### src/rtl/kdps_pkg.sv
// ----------------------------------------------------------------------------
// kdps_pkg
// shared constants, codes and controller/datapath types of the keyed dirty
// point store
// ----------------------------------------------------------------------------
package kdps_pkg;

  localparam int MAX_POINTS      = 16;
  localparam int BUFFER_BYTES    = 256;
  localparam int MAX_POINT_BYTES = 8;

  localparam int IDX_W   = (MAX_POINTS > 1) ? $clog2(MAX_POINTS) : 1;
  localparam int CNT_W   = $clog2(MAX_POINTS + 1);
  localparam int BUF_AW  = $clog2(BUFFER_BYTES);
  localparam int BUF_CW  = $clog2(BUFFER_BYTES + 1);
  localparam int BLANE_W = (MAX_POINT_BYTES > 1) ? $clog2(MAX_POINT_BYTES) : 1;

  localparam int OP_W     = 3;
  localparam int KEY_W    = 32;
  localparam int SIZE_W   = 4;
  localparam int VALUE_W  = 64;
  localparam int STATUS_W = 2;
  localparam int CFG_W    = 9;

  localparam logic [KEY_W-1:0] NO_KEY = '1;
  localparam logic [CFG_W-1:0] CFG_RESET = 9'd256;

  localparam logic [OP_W-1:0] OP_DEFINE      = 3'd0;
  localparam logic [OP_W-1:0] OP_SET         = 3'd1;
  localparam logic [OP_W-1:0] OP_GET         = 3'd2;
  localparam logic [OP_W-1:0] OP_CLEAR_ONE   = 3'd3;
  localparam logic [OP_W-1:0] OP_CLEAR_ALL   = 3'd4;
  localparam logic [OP_W-1:0] OP_FIRST_DIRTY = 3'd5;

  localparam logic [STATUS_W-1:0] STS_OK      = 2'd0;
  localparam logic [STATUS_W-1:0] STS_MISS    = 2'd1;
  localparam logic [STATUS_W-1:0] STS_REFUSED = 2'd2;

  typedef enum logic [2:0] {
    ST_IDLE,
    ST_DISPATCH,
    ST_PROBE,
    ST_COMPARE,
    ST_XFER,
    ST_SCAN,
    ST_SCAN_KEY,
    ST_RESULT
  } state_t;

  typedef enum logic [2:0] {
    RES_OK,
    RES_MISS,
    RES_REFUSED,
    RES_GET,
    RES_DIRTY
  } res_code_t;

  typedef struct packed {
    logic [KEY_W-1:0]  key;
    logic [SIZE_W-1:0] size;
    logic [BUF_AW-1:0] off;
  } entry_t;

  typedef struct packed {
    logic      load_item;
    logic      search_init;
    logic      probe;
    logic      compare_step;
    logic      xfer_init;
    logic      xfer_step;
    logic      define_pt;
    logic      set_dirty;
    logic      clr_dirty;
    logic      clr_all;
    logic      scan_init;
    logic      scan_step;
    logic      scan_read;
    logic      res_load;
    res_code_t res_code;
    logic      out_load;
  } cmd_t;

  typedef struct packed {
    logic [OP_W-1:0] op;
    logic            define_ok;
    logic            search_open;
    logic            key_eq;
    logic            xfer_done;
    logic            scan_end;
    logic            scan_hit;
    logic            out_free;
  } sts_t;

endpackage

### src/rtl/kdps_ctrl.sv
// ----------------------------------------------------------------------------
// kdps_ctrl
// sequencer of the point store: steps each item through define, binary
// search, byte transfer, dirty scan and result hand-off
// ----------------------------------------------------------------------------
module kdps_ctrl import kdps_pkg::*; (
  input  logic clk,
  input  logic rst,
  input  logic in_valid,
  output logic in_stall,
  input  sts_t sts,
  output cmd_t cmd
);

  state_t state;
  state_t state_next;

  always_ff @(posedge clk) begin
    if (rst) begin
      state <= ST_IDLE;
    end else begin
      state <= state_next;
    end
  end

  assign in_stall = (state != ST_IDLE);

  always_comb begin
    state_next = state;
    unique case (state)
      ST_IDLE: begin
        if (in_valid) state_next = ST_DISPATCH;
      end
      ST_DISPATCH: begin
        unique case (sts.op) inside
          OP_DEFINE:                    state_next = ST_RESULT;
          OP_SET, OP_GET, OP_CLEAR_ONE: state_next = ST_PROBE;
          OP_FIRST_DIRTY:               state_next = ST_SCAN;
          default:                      state_next = ST_RESULT;
        endcase
      end
      ST_PROBE: begin
        state_next = sts.search_open ? ST_COMPARE : ST_RESULT;
      end
      ST_COMPARE: begin
        if (sts.key_eq) begin
          state_next = (sts.op == OP_CLEAR_ONE) ? ST_RESULT : ST_XFER;
        end else begin
          state_next = ST_PROBE;
        end
      end
      ST_XFER: begin
        if (sts.xfer_done) state_next = ST_RESULT;
      end
      ST_SCAN: begin
        if (sts.scan_end) begin
          state_next = ST_RESULT;
        end else if (sts.scan_hit) begin
          state_next = ST_SCAN_KEY;
        end
      end
      ST_SCAN_KEY: begin
        state_next = ST_RESULT;
      end
      ST_RESULT: begin
        if (sts.out_free) state_next = ST_IDLE;
      end
      default: state_next = ST_IDLE;
    endcase
  end

  always_comb begin
    cmd = '0;
    cmd.res_code = RES_OK;
    unique case (state)
      ST_IDLE: begin
        cmd.load_item = in_valid;
      end
      ST_DISPATCH: begin
        unique case (sts.op) inside
          OP_DEFINE: begin
            cmd.define_pt = sts.define_ok;
            cmd.res_load  = 1'b1;
            cmd.res_code  = sts.define_ok ? RES_OK : RES_REFUSED;
          end
          OP_SET, OP_GET, OP_CLEAR_ONE: begin
            cmd.search_init = 1'b1;
          end
          OP_CLEAR_ALL: begin
            cmd.clr_all  = 1'b1;
            cmd.res_load = 1'b1;
          end
          OP_FIRST_DIRTY: begin
            cmd.scan_init = 1'b1;
          end
          default: begin
            cmd.res_load = 1'b1;
          end
        endcase
      end
      ST_PROBE: begin
        if (sts.search_open) begin
          cmd.probe = 1'b1;
        end else begin
          cmd.res_load = 1'b1;
          cmd.res_code = RES_MISS;
        end
      end
      ST_COMPARE: begin
        cmd.compare_step = 1'b1;
        if (sts.key_eq) begin
          if (sts.op == OP_CLEAR_ONE) begin
            cmd.clr_dirty = 1'b1;
            cmd.res_load  = 1'b1;
          end else begin
            cmd.xfer_init = 1'b1;
          end
        end
      end
      ST_XFER: begin
        cmd.xfer_step = 1'b1;
        if (sts.xfer_done) begin
          cmd.res_load  = 1'b1;
          cmd.res_code  = (sts.op == OP_GET) ? RES_GET : RES_OK;
          cmd.set_dirty = (sts.op == OP_SET);
        end
      end
      ST_SCAN: begin
        if (sts.scan_end) begin
          cmd.res_load = 1'b1;
          cmd.res_code = RES_MISS;
        end else if (sts.scan_hit) begin
          cmd.scan_read = 1'b1;
        end else begin
          cmd.scan_step = 1'b1;
        end
      end
      ST_SCAN_KEY: begin
        cmd.res_load = 1'b1;
        cmd.res_code = RES_DIRTY;
      end
      ST_RESULT: begin
        cmd.out_load = sts.out_free;
      end
      default: ;
    endcase
  end

endmodule

### src/rtl/kdps_dpath.sv
// ----------------------------------------------------------------------------
// kdps_dpath
// point table, dirty marks, byte buffer, search and scan registers, result
// and output registers of the point store
// ----------------------------------------------------------------------------
module kdps_dpath import kdps_pkg::*; (
  input  logic                clk,
  input  logic                rst,
  input  cmd_t                cmd,
  output sts_t                sts,
  input  logic [OP_W-1:0]     op,
  input  logic [KEY_W-1:0]    key,
  input  logic [SIZE_W-1:0]   byte_count,
  input  logic [VALUE_W-1:0]  value,
  input  logic                cfg_valid,
  output logic                cfg_ready,
  input  logic [CFG_W-1:0]    buffer_bytes_in_use,
  output logic                out_valid,
  input  logic                out_stall,
  output logic [STATUS_W-1:0] status,
  output logic [VALUE_W-1:0]  read_value,
  output logic [SIZE_W-1:0]   read_size,
  output logic [KEY_W-1:0]    dirty_key
);

  // item registers
  logic [OP_W-1:0]    item_op;
  logic [KEY_W-1:0]   item_key;
  logic [SIZE_W-1:0]  item_count;
  logic [VALUE_W-1:0] item_value;

  // table state
  logic [CFG_W-1:0]      bytes_in_use;
  logic [CNT_W-1:0]      pt_count;
  logic [BUF_CW-1:0]     free_off;
  logic [KEY_W-1:0]      last_key;
  logic [MAX_POINTS-1:0] dirty;
  entry_t                ent_mem [MAX_POINTS];
  entry_t                ent_rd;

  // search, scan and transfer
  logic [CNT_W-1:0]   lo;
  logic [CNT_W-1:0]   hi;
  logic [CNT_W-1:0]   mid;
  logic [CNT_W-1:0]   slot;
  logic [SIZE_W-1:0]  ent_size;
  logic [BUF_AW-1:0]  ent_off;
  logic [SIZE_W-1:0]  xi;
  logic [VALUE_W-1:0] acc;

  // byte buffer
  logic [7:0]              byte_mem [BUFFER_BYTES];
  logic [BUFFER_BYTES-1:0] byte_vld;
  logic [7:0]              rd_byte;
  logic                    rd_vld;

  // result
  logic [STATUS_W-1:0] res_status;
  logic [VALUE_W-1:0]  res_value;
  logic [SIZE_W-1:0]   res_size;
  logic [KEY_W-1:0]    res_dkey;
  logic [STATUS_W-1:0] res_status_next;
  logic [VALUE_W-1:0]  res_value_next;
  logic [SIZE_W-1:0]   res_size_next;
  logic [KEY_W-1:0]    res_dkey_next;

  logic [BUF_CW-1:0]  lim;
  logic [BUF_CW-1:0]  remain;
  logic               define_ok;
  logic [CNT_W:0]     mid_sum;
  logic [CNT_W-1:0]   mid_calc;
  logic [IDX_W-1:0]   ent_raddr;
  logic               key_eq;
  logic               key_lt;
  logic [BUF_AW:0]    baddr_full;
  logic               addr_ok;
  logic [BUF_AW-1:0]  baddr;
  logic               xfer_act;
  logic               byte_wr;
  logic               byte_rd;
  logic [7:0]         wr_byte;
  logic [SIZE_W-1:0]  prev_xi;
  logic [VALUE_W-1:0] acc_next;
  logic               out_free;

  assign cfg_ready = 1'b1;

  always_ff @(posedge clk) begin
    if (cmd.load_item) begin
      item_op    <= op;
      item_key   <= key;
      item_count <= byte_count;
      item_value <= value;
    end
  end

  always_ff @(posedge clk) begin
    if (rst) begin
      bytes_in_use <= CFG_RESET;
    end else if (cfg_valid && cfg_ready) begin
      bytes_in_use <= buffer_bytes_in_use;
    end
  end

  // allocation check
  assign lim = (bytes_in_use > CFG_W'(BUFFER_BYTES)) ? BUF_CW'(BUFFER_BYTES)
                                                     : BUF_CW'(bytes_in_use);
  assign remain = (free_off < lim) ? (lim - free_off) : '0;
  assign define_ok = (pt_count < CNT_W'(MAX_POINTS))
                  && ((pt_count == '0) || (item_key > last_key))
                  && (item_key != NO_KEY)
                  && (item_count != '0)
                  && (item_count <= SIZE_W'(MAX_POINT_BYTES))
                  && (BUF_CW'(item_count) <= remain);

  always_ff @(posedge clk) begin
    if (rst) begin
      pt_count <= '0;
      free_off <= '0;
    end else if (cmd.define_pt) begin
      pt_count <= pt_count + CNT_W'(1);
      free_off <= free_off + BUF_CW'(item_count);
    end
  end

  always_ff @(posedge clk) begin
    if (cmd.define_pt) begin
      last_key <= item_key;
    end
  end

  always_ff @(posedge clk) begin
    if (rst) begin
      dirty <= '0;
    end else if (cmd.clr_all) begin
      dirty <= '0;
    end else if (cmd.define_pt) begin
      dirty[pt_count[IDX_W-1:0]] <= 1'b0;
    end else if (cmd.set_dirty) begin
      dirty[slot[IDX_W-1:0]] <= 1'b1;
    end else if (cmd.clr_dirty) begin
      dirty[mid[IDX_W-1:0]] <= 1'b0;
    end
  end

  // point table, one write and one registered read port
  assign mid_sum   = {1'b0, lo} + {1'b0, hi};
  assign mid_calc  = mid_sum[CNT_W:1];
  assign ent_raddr = cmd.scan_read ? slot[IDX_W-1:0] : mid_calc[IDX_W-1:0];

  always_ff @(posedge clk) begin
    if (cmd.define_pt) begin
      ent_mem[pt_count[IDX_W-1:0]] <= '{key: item_key, size: item_count,
                                        off: free_off[BUF_AW-1:0]};
    end
    if (cmd.probe || cmd.scan_read) begin
      ent_rd <= ent_mem[ent_raddr];
    end
  end

  // binary search and scan
  assign key_eq = (item_key == ent_rd.key);
  assign key_lt = (item_key < ent_rd.key);

  always_ff @(posedge clk) begin
    if (cmd.search_init) begin
      lo <= '0;
      hi <= pt_count;
    end else if (cmd.compare_step && !key_eq) begin
      if (key_lt) begin
        hi <= mid;
      end else begin
        lo <= mid + CNT_W'(1);
      end
    end
    if (cmd.probe) begin
      mid <= mid_calc;
    end
    if (cmd.compare_step && key_eq) begin
      slot     <= mid;
      ent_size <= ent_rd.size;
      ent_off  <= ent_rd.off;
    end else if (cmd.scan_init) begin
      slot <= '0;
    end else if (cmd.scan_step) begin
      slot <= slot + CNT_W'(1);
    end
  end

  // byte transfer, one byte a cycle
  assign baddr_full = {1'b0, ent_off} + (BUF_AW + 1)'(xi);
  assign addr_ok    = (baddr_full < (BUF_AW + 1)'(BUFFER_BYTES));
  assign baddr      = baddr_full[BUF_AW-1:0];
  assign xfer_act   = cmd.xfer_step && (xi < ent_size);
  assign byte_wr    = xfer_act && (item_op == OP_SET) && addr_ok;
  assign byte_rd    = xfer_act && (item_op == OP_GET);
  assign wr_byte    = item_value[{xi[BLANE_W-1:0], 3'd0} +: 8];
  assign prev_xi    = xi - SIZE_W'(1);

  always_comb begin
    acc_next = acc;
    if (cmd.xfer_step && (xi != '0) && (item_op == OP_GET)) begin
      for (int b = 0; b < MAX_POINT_BYTES; b++) begin
        if (prev_xi[BLANE_W-1:0] == BLANE_W'(b)) begin
          acc_next[8*b +: 8] = rd_vld ? rd_byte : 8'd0;
        end
      end
    end
  end

  always_ff @(posedge clk) begin
    if (cmd.xfer_init) begin
      xi  <= '0;
      acc <= '0;
    end else if (cmd.xfer_step) begin
      acc <= acc_next;
      if (xi < ent_size) begin
        xi <= xi + SIZE_W'(1);
      end
    end
  end

  // a byte never written reads as zero
  always_ff @(posedge clk) begin
    if (rst) begin
      byte_vld <= '0;
    end else if (byte_wr) begin
      byte_vld[baddr] <= 1'b1;
    end
  end

  always_ff @(posedge clk) begin
    if (byte_wr) begin
      byte_mem[baddr] <= wr_byte;
    end
    if (byte_rd) begin
      rd_byte <= byte_mem[baddr];
      rd_vld  <= addr_ok && byte_vld[baddr];
    end
  end

  // result and output registers
  always_comb begin
    res_status_next = STS_OK;
    res_value_next  = '0;
    res_size_next   = '0;
    res_dkey_next   = NO_KEY;
    case (cmd.res_code)
      RES_MISS:    res_status_next = STS_MISS;
      RES_REFUSED: res_status_next = STS_REFUSED;
      RES_GET: begin
        res_value_next = acc_next;
        res_size_next  = ent_size;
      end
      RES_DIRTY:   res_dkey_next = ent_rd.key;
      default: ;
    endcase
  end

  always_ff @(posedge clk) begin
    if (cmd.res_load) begin
      res_status <= res_status_next;
      res_value  <= res_value_next;
      res_size   <= res_size_next;
      res_dkey   <= res_dkey_next;
    end
  end

  assign out_free = !out_valid || !out_stall;

  always_ff @(posedge clk) begin
    if (rst) begin
      out_valid <= 1'b0;
    end else if (cmd.out_load) begin
      out_valid <= 1'b1;
    end else if (!out_stall) begin
      out_valid <= 1'b0;
    end
  end

  always_ff @(posedge clk) begin
    if (cmd.out_load) begin
      status     <= res_status;
      read_value <= res_value;
      read_size  <= res_size;
      dirty_key  <= res_dkey;
    end
  end

  always_comb begin
    sts             = '0;
    sts.op          = item_op;
    sts.define_ok   = define_ok;
    sts.search_open = (lo < hi);
    sts.key_eq      = key_eq;
    sts.xfer_done   = (xi == ent_size);
    sts.scan_end    = (slot >= pt_count);
    sts.scan_hit    = dirty[slot[IDX_W-1:0]];
    sts.out_free    = out_free;
  end

`ifndef SYNTH
  a_count_bound: assert property (@(posedge clk) disable iff (rst)
    pt_count <= CNT_W'(MAX_POINTS))
    else $error("point count beyond table depth");

  a_free_bound: assert property (@(posedge clk) disable iff (rst)
    free_off <= BUF_CW'(BUFFER_BYTES))
    else $error("free offset beyond buffer");

  a_dirty_defined: assert property (@(posedge clk) disable iff (rst)
    (dirty >> pt_count) == '0)
    else $error("dirty mark on undefined point");

  a_get_size: assert property (@(posedge clk) disable iff (rst)
    (out_valid && read_size != '0) |->
      (status == STS_OK) && (read_size <= SIZE_W'(MAX_POINT_BYTES)))
    else $error("bad get result");

  a_no_overwrite: assert property (@(posedge clk) disable iff (rst)
    cmd.out_load |-> out_free)
    else $error("result loaded over pending beat");
`endif

endmodule

### src/rtl/keyed_dirty_point_store_top.sv
// ----------------------------------------------------------------------------
// keyed_dirty_point_store_top
// store of up to 16 keyed points of 1 to 8 bytes in a 256-byte buffer, each
// with a dirty mark
// ----------------------------------------------------------------------------
// input beat (in_valid/in_stall): op, key, byte_count, value. one result beat
// (out_valid/out_stall) per input beat: status, read_value, read_size, dirty_key.
// config beat (cfg_valid/cfg_ready): buffer_bytes_in_use, to be written by the
// user only while the store is idle, unchecked by the block; cfg_ready is always high.
// one item is worked at a time; in_stall is high from the accepting edge until
// the result enters the output register. define, clear all and unused ops go
// from dispatch straight to the result. set, get and clear one run a binary
// search of up to 5 probes, each a read of the point table's single registered
// read port and a compare; a set or get that finds its point then moves its
// bytes through the byte buffer's single port, one byte a cycle. first dirty
// scans the points in table order and reads the key of the first dirty one.
// the next item is taken while the previous result still waits in the output
// register; a stalled result holds and a further result waits behind it.
// reset (rst, synchronous) empties the table, clears every dirty mark and
// reads the whole buffer as zero, and sets buffer_bytes_in_use to 256.
// ----------------------------------------------------------------------------
module keyed_dirty_point_store_top import kdps_pkg::*; (
  input  logic                clk,
  input  logic                rst,
  input  logic                in_valid,
  output logic                in_stall,
  input  logic [OP_W-1:0]     op,
  input  logic [KEY_W-1:0]    key,
  input  logic [SIZE_W-1:0]   byte_count,
  input  logic [VALUE_W-1:0]  value,
  output logic                out_valid,
  input  logic                out_stall,
  output logic [STATUS_W-1:0] status,
  output logic [VALUE_W-1:0]  read_value,
  output logic [SIZE_W-1:0]   read_size,
  output logic [KEY_W-1:0]    dirty_key,
  input  logic                cfg_valid,
  output logic                cfg_ready,
  input  logic [CFG_W-1:0]    buffer_bytes_in_use
);

  cmd_t cmd;
  sts_t sts;

  kdps_ctrl u_ctrl (
    .clk      (clk),
    .rst      (rst),
    .in_valid (in_valid),
    .in_stall (in_stall),
    .sts      (sts),
    .cmd      (cmd)
  );

  kdps_dpath u_dpath (
    .clk                 (clk),
    .rst                 (rst),
    .cmd                 (cmd),
    .sts                 (sts),
    .op                  (op),
    .key                 (key),
    .byte_count          (byte_count),
    .value               (value),
    .cfg_valid           (cfg_valid),
    .cfg_ready           (cfg_ready),
    .buffer_bytes_in_use (buffer_bytes_in_use),
    .out_valid           (out_valid),
    .out_stall           (out_stall),
    .status              (status),
    .read_value          (read_value),
    .read_size           (read_size),
    .dirty_key           (dirty_key)
  );

endmodule

### config.mk
export PLATFORM = sky130hd
export DESIGN_NAME = keyed_dirty_point_store_top
export DESIGN_NICKNAME = d
export VERILOG_FILES = /design/src/rtl/kdps_pkg.sv /design/src/rtl/kdps_ctrl.sv /design/src/rtl/kdps_dpath.sv /design/src/rtl/keyed_dirty_point_store_top.sv
export SDC_FILE = /design/constraint.sdc
export NUM_CORES = 2
export LEC_CHECK = 0
export BUFFER_PORTS_ARGS = -buffer_cell sky130_fd_sc_hd__buf_2
export CAP_MARGIN = 25
export CORE_MARGIN = 2
export CORE_UTILIZATION = 43
export DETAILED_ROUTE_END_ITERATION = 12
export GPL_ROUTABILITY_DRIVEN = 0
export PLACE_DENSITY_LB_ADDON = 0.25
export SLEW_MARGIN = 20
export SYNTH_ARGS = -nofsm -noshare
export SYNTH_HDL_FRONTEND = slang
export SYNTH_SLANG_ARGS = --single-unit
### constraint.sdc
create_clock -name clk -period 8.3 [get_ports clk]
set_input_delay 1.245 -clock clk [delete_from_list [all_inputs] [get_ports clk]]
set_output_delay 1.245 -clock clk [all_outputs]
set_load 0.01 [all_outputs]
# Word-level counts from Yosys, hierarchy flattened
# Memory sizes are Yosys's and may differ from the RTL's. A register that Yosys moved wholly into a read port is not among the register bits.
# Index checks and enable logic that the tools add are counted.
[op_classes]
addsub = 9
order_cmp = 19
eq_ne = 31
shifts = 1
n_mux = 84
n_bitwise = 7
n_reduce_logical = 42
[op_table]
columns = ["op", "n"]
rows = [
  ["OR 256 bit", 1],
  ["2-to-1 mux 8 bit", 9],
  ["2-to-1 mux 64 bit", 1],
  ["indexed part select 64 x 7 -> 8 bit", 1],
  ["2-to-1 mux 16 bit", 3],
  ["== test 3 bit, second input constant", 11],
  ["2-to-1 mux 1 bit", 33],
  ["bitwise AND 16 bit", 2],
  ["== test 32 bit", 1],
  ["> comparator 32 bit", 1],
  ["less-than comparator 32 bit", 1],
  ["inequality test 32 bit, second input constant", 1],
  ["NOT 16 bit", 2],
  ["2-to-1 mux 5 bit", 6],
  ["== test 3 x 2 -> 1 bit, second input constant", 8],
  ["2-to-1 mux 3 bit", 8],
  ["case mux 3 bit (8 select lines)", 1],
  ["logical AND 1 bit", 18],
  ["2-to-1 mux 9 bit", 2],
  ["2-to-1 mux 4 bit", 4],
  ["OR 16 bit", 1],
  ["adder 5 x 1 -> 5 bit, second input constant", 3],
  ["less-than comparator 4 x 5 -> 1 bit, second input constant", 3],
  ["case mux 3 bit (5 select lines)", 1],
  ["other kinds (44)", 71],
]
[totals]
register_bits = 739
ram_bits = 2752
inputBits = 117
output_inout_bits = 105
memories = 2
[memory_table]
columns = ["name", "words", "width", "read_ports", "rd_ports_with_merged_regs", "write_ports", "line", "source"]
rows = [
  ["u_dpath.byte_mem", 256, 8, 1, 1, 1, "kdps_dpath.sv:52", "logic [7:0] byte_mem [BUFFER_BYTES];"],
  ["u_dpath.ent_mem", 16, 44, 1, 1, 1, "kdps_dpath.sv:38", "entry_t ent_mem [MAX_POINTS];"],
]

# Longest topological paths before layout
[depth]
depth_word = 12
ltp_mapped = 18
ltp_nobuf = 16

# By module
# A second synthesis with hierarchy kept.
[hier_totals]
cells_unflattened = 7718
hier_area_um2 = 138739.3
[by_module_without_submodules]
columns = ["module", "n_inst", "cells_per_inst", "area_per_inst_um2", "seq_area_each_um2"]
rows = [
  ["kdps_dpath", 1, 7648, 138252.6, 102608.4],
  ["kdps_ctrl", 1, 70, 486.7, 60.1],
]

# Worst setup path before layout
# No wires, ideal clock.
[synth_path]
path_kind = "register to register"
from = "register u_dpath.free_off[1]"
to = "memory u_dpath.ent_mem[2][0] (netlist name) (enable)"
setup_ns = 0.500
arrival_time_ns = 7.645
path_slack_ns = 0.155
path_stages_with_launch = 17
n_path_buf = 1
synth_period_minus_slack_ns = 8.145
path_cell_list = "dfxtp_1 inv_1 ha_1 nor2b_1 o31a_1 o32ai_1 a21oi_1 nand2_1 ha_1 nor2b_1 o21ai_0 a21oi_1 a211o_1 nor3_1 clkbuf_1 nand2_1 nor3_1"
[synth_lines]
columns = ["item", "line", "source"]
rows = [
  ["start, declared", "kdps_dpath.sv:35", "logic [BUF_CW-1:0] free_off;"],
  ["start signal, assigned", "kdps_dpath.sv:122", "free_off <= free_off + BUF_CW'(item_count);"],
  ["end, declared", "kdps_dpath.sv:38", ""],
]

# Worst setup path after layout
[layout_path]
from = "register u_dpath.free_off[1]"
to = "memory u_dpath.ent_mem[13][5] (netlist name) (enable)"
[layout_between]
elab_chain_cells = 8
[layout_lines]
columns = ["item", "line", "source"]
rows = [
  ["subtractor 9 bit / less-than comparator 9 bit (equally long branches)", "kdps_dpath.sv:108", "assign remain = (free_off < lim) ? (lim - free_off) : '0;"],
  ["2-to-1 mux 9 bit *", "kdps_dpath.sv:108", ""],
  ["<= comparator 4 x 9 -> 1 bit *", "kdps_dpath.sv:114", "&& (BUF_CW'(item_count) <= remain);"],
  ["logical AND 1 bit *", "kdps_dpath.sv:114", ""],
  ["2-to-1 mux 1 bit *", "kdps_ctrl.sv:80", "unique case (sts.op) inside"],
  ["2-to-1 mux 1 bit *", "kdps_ctrl.sv:75", "unique case (state)"],
  ["2-to-1 mux 1 bit *", "kdps_dpath.sv:152", "if (cmd.define_pt) begin"],
  ["2-to-1 mux 1 bit (implied by the code) *", "kdps_dpath.sv:153", "ent_mem[pt_count[IDX_W-1:0]] <= '{key: item_key, size: item_count,"],
]
# Mark *: on every way between the ends. The rest lies on a longest branch, timed or not.

==> flow_summary.yaml <==
sta:
  max_freq_ghz: 0.162
  slew-limit-headroom_pct: 19.4
  fin_crit_ns: 6.17
  slew_viol_final: 0
  clock-skew-final_ns: 0.0944
  timing.hold.ws_ns: 0.379
  hold_violations: 0
  fin_setup_tns_ns: 0
  worst_slack_ns: 2.13
  rsz0062_at_grt: "no"
  setup_viol: 0
  tightest_slew_ns: 1.21
  fin_crit_sh_pct: 74.3
critical_path:
  cp.depth: 18
  critPathLaunchType: "flop"
  arrival_ns: 6.72
  max_stage_delay_ns: 0.83
  path_cells: "inv_1 -> ha_1 -> nor2b_1 -> o31a_1 -> o32ai_1 -> a21oi_1 -> nand2_1 -> ha_1 -> nor2b_1 -> o21ai_0 -> a21oi_1 -> o2111ai_1 -> nor4_2 -> nor3_2 -> buf_4 -> nand2_1 -> nor2_4 -> buf_4"
  crit_buf_inv: 3
  r2r_slack_ns: 2.13
  worstSetupStartpoint: "u_dpath.free_off[1]"
  timing.rr.end: "u_dpath.ent_mem[13][5]"
  cp-endpoint: "u_dpath.ent_mem[13][5]"
  crit_type: "flop to flop"
  crit_slowest_cell: "nor2_4"
  reg2reg_depth: 18
  cp_max_fo: 23
  critPathTopFamily: "simple AND/OR/NAND/NOR gates"
  cp.required_ns: 8.85
  end_kind: "flop"
  timing.rr.start: "u_dpath.free_off[1]"
drt:
  num_vias: 72100
  drc: 0
  drt_iter0_markers: 7857
  wire_per_inst_um: 28.1
  ant_nets: 0
  first_pass_iters: 9
  totalWireLength_um: 354000
  via_per_inst: 5.74
clock_tree:
  cts_hold_buffers: 0
  clock_latency_ns: 0.94
  cts_tree: "yes"
  h-tree-depth: 5
  post_cts_buffers: 0
  clock-root-buffer: "clkbuf_16"
  cts-buffers-inserted: 362
  clk_pin_slew_ns: 0.06
  cts_resized: 0
  cts.sinks: 3543
  clockBufferDepth: 4
synthesis:
  ys_types: 74
  syn_inst: 7619
  synth_edf_count: 3171
  netlist_area_um2: 138000
  synth_ff_type: "edfxtp_1"
  ys.warnings.count: 0
  syn_nets: 7860
  ys_seq_area_share_pct: 74.3
  avgSynthCellArea_um2: 18.1
  async_flop_share_pct: 0
  ys_ff_latch: 3543
floorplanning:
  die_area_um2: 326000
  start_util_pct: 43.1
  die_h_um: 571
  die_x_um: 571
  pin_count: 222
  row_count: 208
  core_area_um2: 320000
power:
  power_leakage_nw: 51.4
  irDropWorstVdd_v: 0.000652
  finalPower_mw: 58.7
  powerDensity_nw_per_um2: 374
global_route:
  grt_max_degree: 196
  antenna_found_initial: 20
  grt_overflow: 0
  grt_pass1_vias: 72400
  grt_pass1_wl_um: 511000
  grt_usage_pct: 21.4
job:
  cap_violations: 0
final_layout:
  final_area_um2: 157000
  drive_gt1_share_pct: 21.3
  register_area_um2: 103000
  syn_to_final_growth_pct: 13.6
  stdcell_count: 12600
  nFillCells: 26200
  final_core_util_pct: 49.0
  nets: 8196
  multi_input_area_um2: 33800
placement:
  place_inst: 11900
  io_buffer_count: 220
  dp_hpwl_um: 211000
  place_area_um2: 145000
  post-place-ws_ns: 2.18
worst_hold_path:
  hold_class: "flop to flop"
outcome:
  outcome: "completed"
layout make-up:
class                   instances  area share [%]
flip-flops and latches       3543            65.5
clock buffers                 481            6.43
inverters                     110           0.263
well taps                    4305            3.43
clock inverters               183            1.08
repair buffers                405            1.76
multi-input cells            3533            21.6
diodes                          6         0.00957
cells in the final DEF (no fill, tap or decap), types with 182 or more instances in the layout:
cell type / instances
dfxtp_1: 370
buf_2: 221
clkbuf_16: 377
a21oi_1: 404
nor2_1: 814
nand2_1: 266
mux2i_1: 385
mux4_2: 714
edfxtp_1: 3171
o22ai_1: 182
power breakdown:
part / internal (mW) / switching, mW
Combinational: 6.22 / 12.3
Sequential: 23.6 / 0.425
Clock: 9.28 / 6.82
Total: 39.1 / 19.6
how the worst min path moves through the flow:
| stage | depth (start not counted) | startpoint | endpoint | slack (ns) |
|---|---|---|---|---|
| after floorplan | 0 | u_dpath.res_dkey[0] | u_dpath.dirty_key[0] | 0.40 |
| after global placement | 0 | u_dpath.res_size[3] | u_dpath.read_size[3] | 0.40 |
| after detailed placement | 0 | u_dpath.res_dkey[15] | u_dpath.dirty_key[15] | 0.40 |
| after CTS | 0 | u_dpath.ent_rd[8] | u_dpath.ent_size[0] | 0.38 |
| after global routing | 0 | u_dpath.ent_rd[8] | u_dpath.ent_size[0] | 0.38 |
| final | 0 | u_dpath.ent_rd[8] | u_dpath.ent_size[0] | 0.38 |
flip-flops by register name, indices dropped and copies added, names as in the netlist, 16 cells and up:
name	cells
u_dpath.last_key	32
u_dpath.acc	64
u_dpath.item_value	64
u_dpath.item_key	32
u_dpath.byte_vld	256
u_dpath.dirty	16
u_dpath.res_value	64
u_dpath.dirty_key	32
u_dpath.read_value	64
u_dpath.ent_mem	704
u_dpath.byte_mem	2048
u_dpath.res_dkey	32
u_dpath.ent_rd	44
cells in the mapped netlist (94+ instances only):
cell / n / area, um^2
a21oi_1: 406 / 2030
ha_1: 120 / 1500
nand2_1: 271 / 1020
nand3_1: 94 / 470
mux4_2: 714 / 16100
inv_1: 109 / 409
dfxtp_1: 372 / 7450
edfxtp_1: 3171 / 95200
nor2_1: 826 / 3100
buf_2: 118 / 591
clkbuf_1: 263 / 987
o22ai_1: 182 / 1140
mux2i_1: 386 / 3860
logic make-up (layout without fill, tap and decap cells):
group | after synthesis | in the layout | share of synthesized area [%]
xor+xnor | 30 | 30 | 0.190
mux | 1116 | 1116 | 14.6
flops | 3543 | 3543 | 74.3
buf+inv | 543 | 1179 | 1.71
other cells | 1 | 7 | 0.00272
compound gates | 770 | 770 | 3.30
fa+ha+maj | 124 | 124 | 1.15
simple gates | 1492 | 1492 | 4.74
layer usage:
layer | track usage, % | routed length [um] | part of all wire (%)
met1 | 29.9 | 147000 | 42
met4 | 6.83 | 11600 | 3.3
met3 | 3.02 | 24800 | 7.0
met5 | 0 | 79 | 0.022
met2 | 34.7 | 170000 | 48
No activity file was read; power rests on OpenSTA's default activity.
